### src/rtl/rpu_ram.sv
// ----------------------------------------------------------------------------
// rpu_ram
// Generic single-write, single-read RAM with registered read data.
// ----------------------------------------------------------------------------
`default_nettype none

module rpu_ram #(
  parameter int WIDTH = 8,
  parameter int DEPTH = 16
) (
  input  wire logic                                     clk,
  input  wire logic                                     we,
  input  wire logic [((DEPTH > 1) ? $clog2(DEPTH) : 1)-1:0] waddr,
  input  wire logic [WIDTH-1:0]                         wdata,
  input  wire logic [((DEPTH > 1) ? $clog2(DEPTH) : 1)-1:0] raddr,
  output logic      [WIDTH-1:0]                         rdata
);

  logic [WIDTH-1:0] mem [DEPTH];

  always_ff @(posedge clk) begin
    if (we) begin
      mem[waddr] <= wdata;
    end
    rdata <= mem[raddr];
  end

endmodule

`default_nettype wire

### config.mk
export PLATFORM = sky130hd
export DESIGN_NAME = rpu_ram
export DESIGN_NICKNAME = d
export VERILOG_FILES = /design/src/rtl/rpu_ram.sv
export SDC_FILE = /design/constraint.sdc
export NUM_CORES = 1
export LEC_CHECK = 0
export BUFFER_PORTS_ARGS = -buffer_cell sky130_fd_sc_hd__buf_2
export CAP_MARGIN = 0
export CORE_UTILIZATION = 40
export DETAILED_ROUTE_END_ITERATION = 16
export GPL_ROUTABILITY_DRIVEN = 0
export SETUP_SLACK_MARGIN = 0.05
export SLEW_MARGIN = 25
export SYNTH_ARGS = -nofsm -noshare
export SYNTH_HDL_FRONTEND = slang
export SYNTH_SLANG_ARGS = --single-unit
### constraint.sdc
create_clock -name clk -period 1.7 [get_ports clk]
set_input_delay 0.085 -clock clk [delete_from_list [all_inputs] [get_ports clk]]
set_output_delay 0.085 -clock clk [all_outputs]
set_load 0.005 [all_outputs]
# Word-level counts from Yosys, hierarchy flattened
# Memory sizes are Yosys's and may differ from the RTL's. A register that Yosys moved wholly into a read port is not among the register bits.
# Cells that the tools add are included.
# word_totals
reg_bits	0
ramBits	128
input_bits	18
output_inout_bits	8
wordCells	3
n_memories	1
# op_classes
n_mux	2
# mem_list
name	words	word_bits	read_ports	rd_ports_with_merged_regs	write_ports	line	rtl
mem	16	8	1	1	1	19	logic [WIDTH-1:0] mem [DEPTH];
# op_table
cell	n
2-to-1 mux 1 bit	2

# Longest topological paths before layout
# depth
word_depth	2
ltp_mapped	5
ltp_nobuf	3

# Worst setup path before layout
# No wires, ideal clock.
# synth_path
kind	input-to-reg
start	input port waddr[2] (netlist name)
end	memory mem[0][0] (enable)
setup_ns	0.383
t_arrival_ns	1.195
required_ns	1.317
setup_slack_ns	0.122
cell_stages	2
n_path_buf	0
cell_sequence	or3b_2 nor3_1
# synth_lines
element	line	rtl
start, declared	13	input wire logic [((DEPTH > 1) ? $clog2(DEPTH) : 1)-1:0] waddr,
end, declared	19	
# Straight into the memory's write port.

==> qor.txt <==
Flops & latches, synth - 136
Worst-path fanout max - 1
Compound-gate portion of the synthesized area - 2.33%
Drt pass-1 iters - 4
Post-CTS Setup Inserts - 0
Hold_sp - wdata[0]
Synth Instances - 229
Adder-cell share of the synthesized area - 0%
Initial Util - 41.0%
Die Wd - 115 µm
Clock tree from TritonCTS - yes
Final ANT Viol Nets - 0
Combinational family with the most area after synthesis - multiplexers
Worst VDD drop - 0.757 mV
Clk sinks - 136
CP Capture Type - register
Final period utilization - 80.3%
Antenna fix cells - 0
Synthesized area - 5150 µm²
Largest net degree at the start of global routing - 33
Met1 wire length - 4380 µm
Worst r2r path cells - 3
Clk buf depth - 2
Final Skew - 0.00500 ns
Cts bufs inserted - 17
Detailed Route WL - 9570 µm
Register area share after synthesis - 77.8%
Die area - 13300 µm²
Final hold vios - 0
IO Count - 26
Total number of vias - 2378
Overflow after GRT - 0
Most common cell after layout, fill and taps aside - edfxtp_1
Worst-path clk slew - 0.06 ns
Worst hold stages - 1
Worst-path cell chain - mux4_1 > a22oi_1 > nand2_1
Worst slack, placed - 0.171 ns
Post-cts sizing count - 0
H-tree depth - 4
WL met3 - 443 µm
Layout Nets - 302
First-pass GRT wire length - 14600 µm
Top Metal Used - met4
Unrepaired setup endpoints after global routing - false
DRT iter0 DRCs - 188
Crit path DAT - 1.66 ns
Post-synthesis area per instance - 22.5 µm²
Worst Setup Slack, final - 0.335 ns
CTS root buffer - clkbuf_16
P_leak - 2.09 nW
Setup CP Type - reg2reg
CP max stage cell - mux4_1
DR DRC count - 0
Design area - 6180 µm²
# Max-Cap Violations - 0
Row count - 41
Slew @ Worst Pin - 0.431 ns
Share of layout cells above drive strength 1 - 31.0%
Most frequent cells in the layout - edfxtp_1 (128), buf_2 (25), mux4_2 (18), buf_4 (18), clkbuf_16 (17)
Hold path endpoint - mem[5][0]
Slack of the worst reg-to-reg path - 0.33 ns
Hpwl dp - 5980 µm
Die height - 115 µm
Delay of the slowest critical-path stage - 0.52 ns
Hold WC Path Type - in2reg
Post-synthesis mux area share - 15.0%
GRT Util Overall - 16.3%
Number of port buffers - 25
Startpoint Class - register
Core area - 12600 µm²
Cell Pwr Density - 1240 nW/µm²
Drt wl/cell - 20.4 µm
Synth-to-layout area growth - 20.1%
Final setup viols - 0
Synth Area in Simple Gates - 3.18%
Tmin final - 1.37 ns
Max-slew violations - 0
Hold Buf Count CTS - 0
YS warnings - 0
Area post-placement - 5600 µm²
FF-to-FF End - rdata[2]
Clock latency on the worst-skew pair - 0.41 ns
Fmax - 732 MHz
Vias in the first global route - 2477
Worst EP required - 1.99 ns
Slew headroom - 71.3%
Post-layout power - 0.00769 W
Status - complete, no violations
Distinct cells, synth - 19
Post-route setup TNS - 0 ns
Initial antenna violation count - 0
Syn nets - 247
R2r startpoint - mem[5][2]
Met2 Wirelength - 4630 µm
Post-DR vias/cell - 5.07
Post-Synth XOR/XNOR Area - 0%
[critical path: cells and delay by family (launching register included)]
kind	cells	cell delay [ns]
AO/OA/AOI/OAI	1	0.26
flip-flops	1	0.36
AND/OR/NAND/NOR	1	0.10
multiplexers	1	0.52
[report_power, final]
part	total, W	internal (W)	switching, W
clock	0.00357	0.00228	0.00129
combinational	0.000348	0.000157	0.000191
sequential	0.00377	0.00375	0.0000196
[logic make-up (layout without fill, tap and decap cells)]
logic type,after synthesis,in the layout
flip-flops,136,136
AND/OR/NAND/NOR,35,35
AO/OA/AOI/OAI,16,16
buffers and inverters,10,78
multiplexers,32,32
[Yosys cell counts]
| master | number | area, µm² |
|---|---|---|
| mux4_1 | 14 | 368 |
| buf_4 | 1 | 7.51 |
| mux4_2 | 18 | 405 |
| nand2_1 | 9 | 33.8 |
| clkdlybuf4s25_2 | 3 | 30.0 |
| nand3_1 | 1 | 5.00 |
| edfxtp_1 | 128 | 3840 |
| nor2_1 | 13 | 48.8 |
| buf_6 | 3 | 33.8 |
| nand3b_1 | 2 | 15.0 |
| and2b_1 | 1 | 7.51 |
| and2_1 | 1 | 6.26 |
| nand2b_1 | 2 | 12.5 |
| buf_2 | 3 | 15.0 |
| dfxtp_1 | 8 | 160 |
| nor3_1 | 4 | 20.0 |
| a22oi_1 | 16 | 120 |
| nor2b_1 | 1 | 6.26 |
| or3b_2 | 1 | 8.76 |
[cell type report]
class / count / area, µm²
Clock inverter: 14 / 156
Sequential cell: 136 / 4000
Fill cell: 1022 / 6390
Clock buffer: 18 / 429
Multi-Input combinational cell: 83 / 1060
Timing Repair Buffer: 46 / 320
Tap cell: 172 / 215
[stage by stage]
step	std cells	util (%)	hold WS (ns)
after floorplan	229	-	0.184
after global placement	437	44.5	0.469
after detailed placement	437	44.5	0.463
after CTS	469	49.2	0.0445
after global routing	469	49.2	0.0464
final	469	49.2	0.0575
[routing by layer]
metal / vias up / global-route usage, %
li1: 1082 / -
met2: 66 / 25.3
met1: 1221 / 21.0
met3: 9 / 5.49
met5: - / 0
met4: 0 / 7.19
[state kept, by name, indices dropped and copies added (netlist names)]
| name | cells |
|---|---|
| mem | 128 |
| rdata | 8 |
[how the worst max path moves through the flow]
stage,start,endpoint,slack [ns]
after floorplan,waddr[2],mem[0][0],0.12
after global placement,raddr[0],rdata[0],0.17
after detailed placement,raddr[0],rdata[2],0.17
after CTS,mem[1][0],rdata[0],0.34
after global routing,mem[0][0],rdata[0],0.23
final,mem[5][2],rdata[2],0.33
Power figures use the tool's default switching activity.
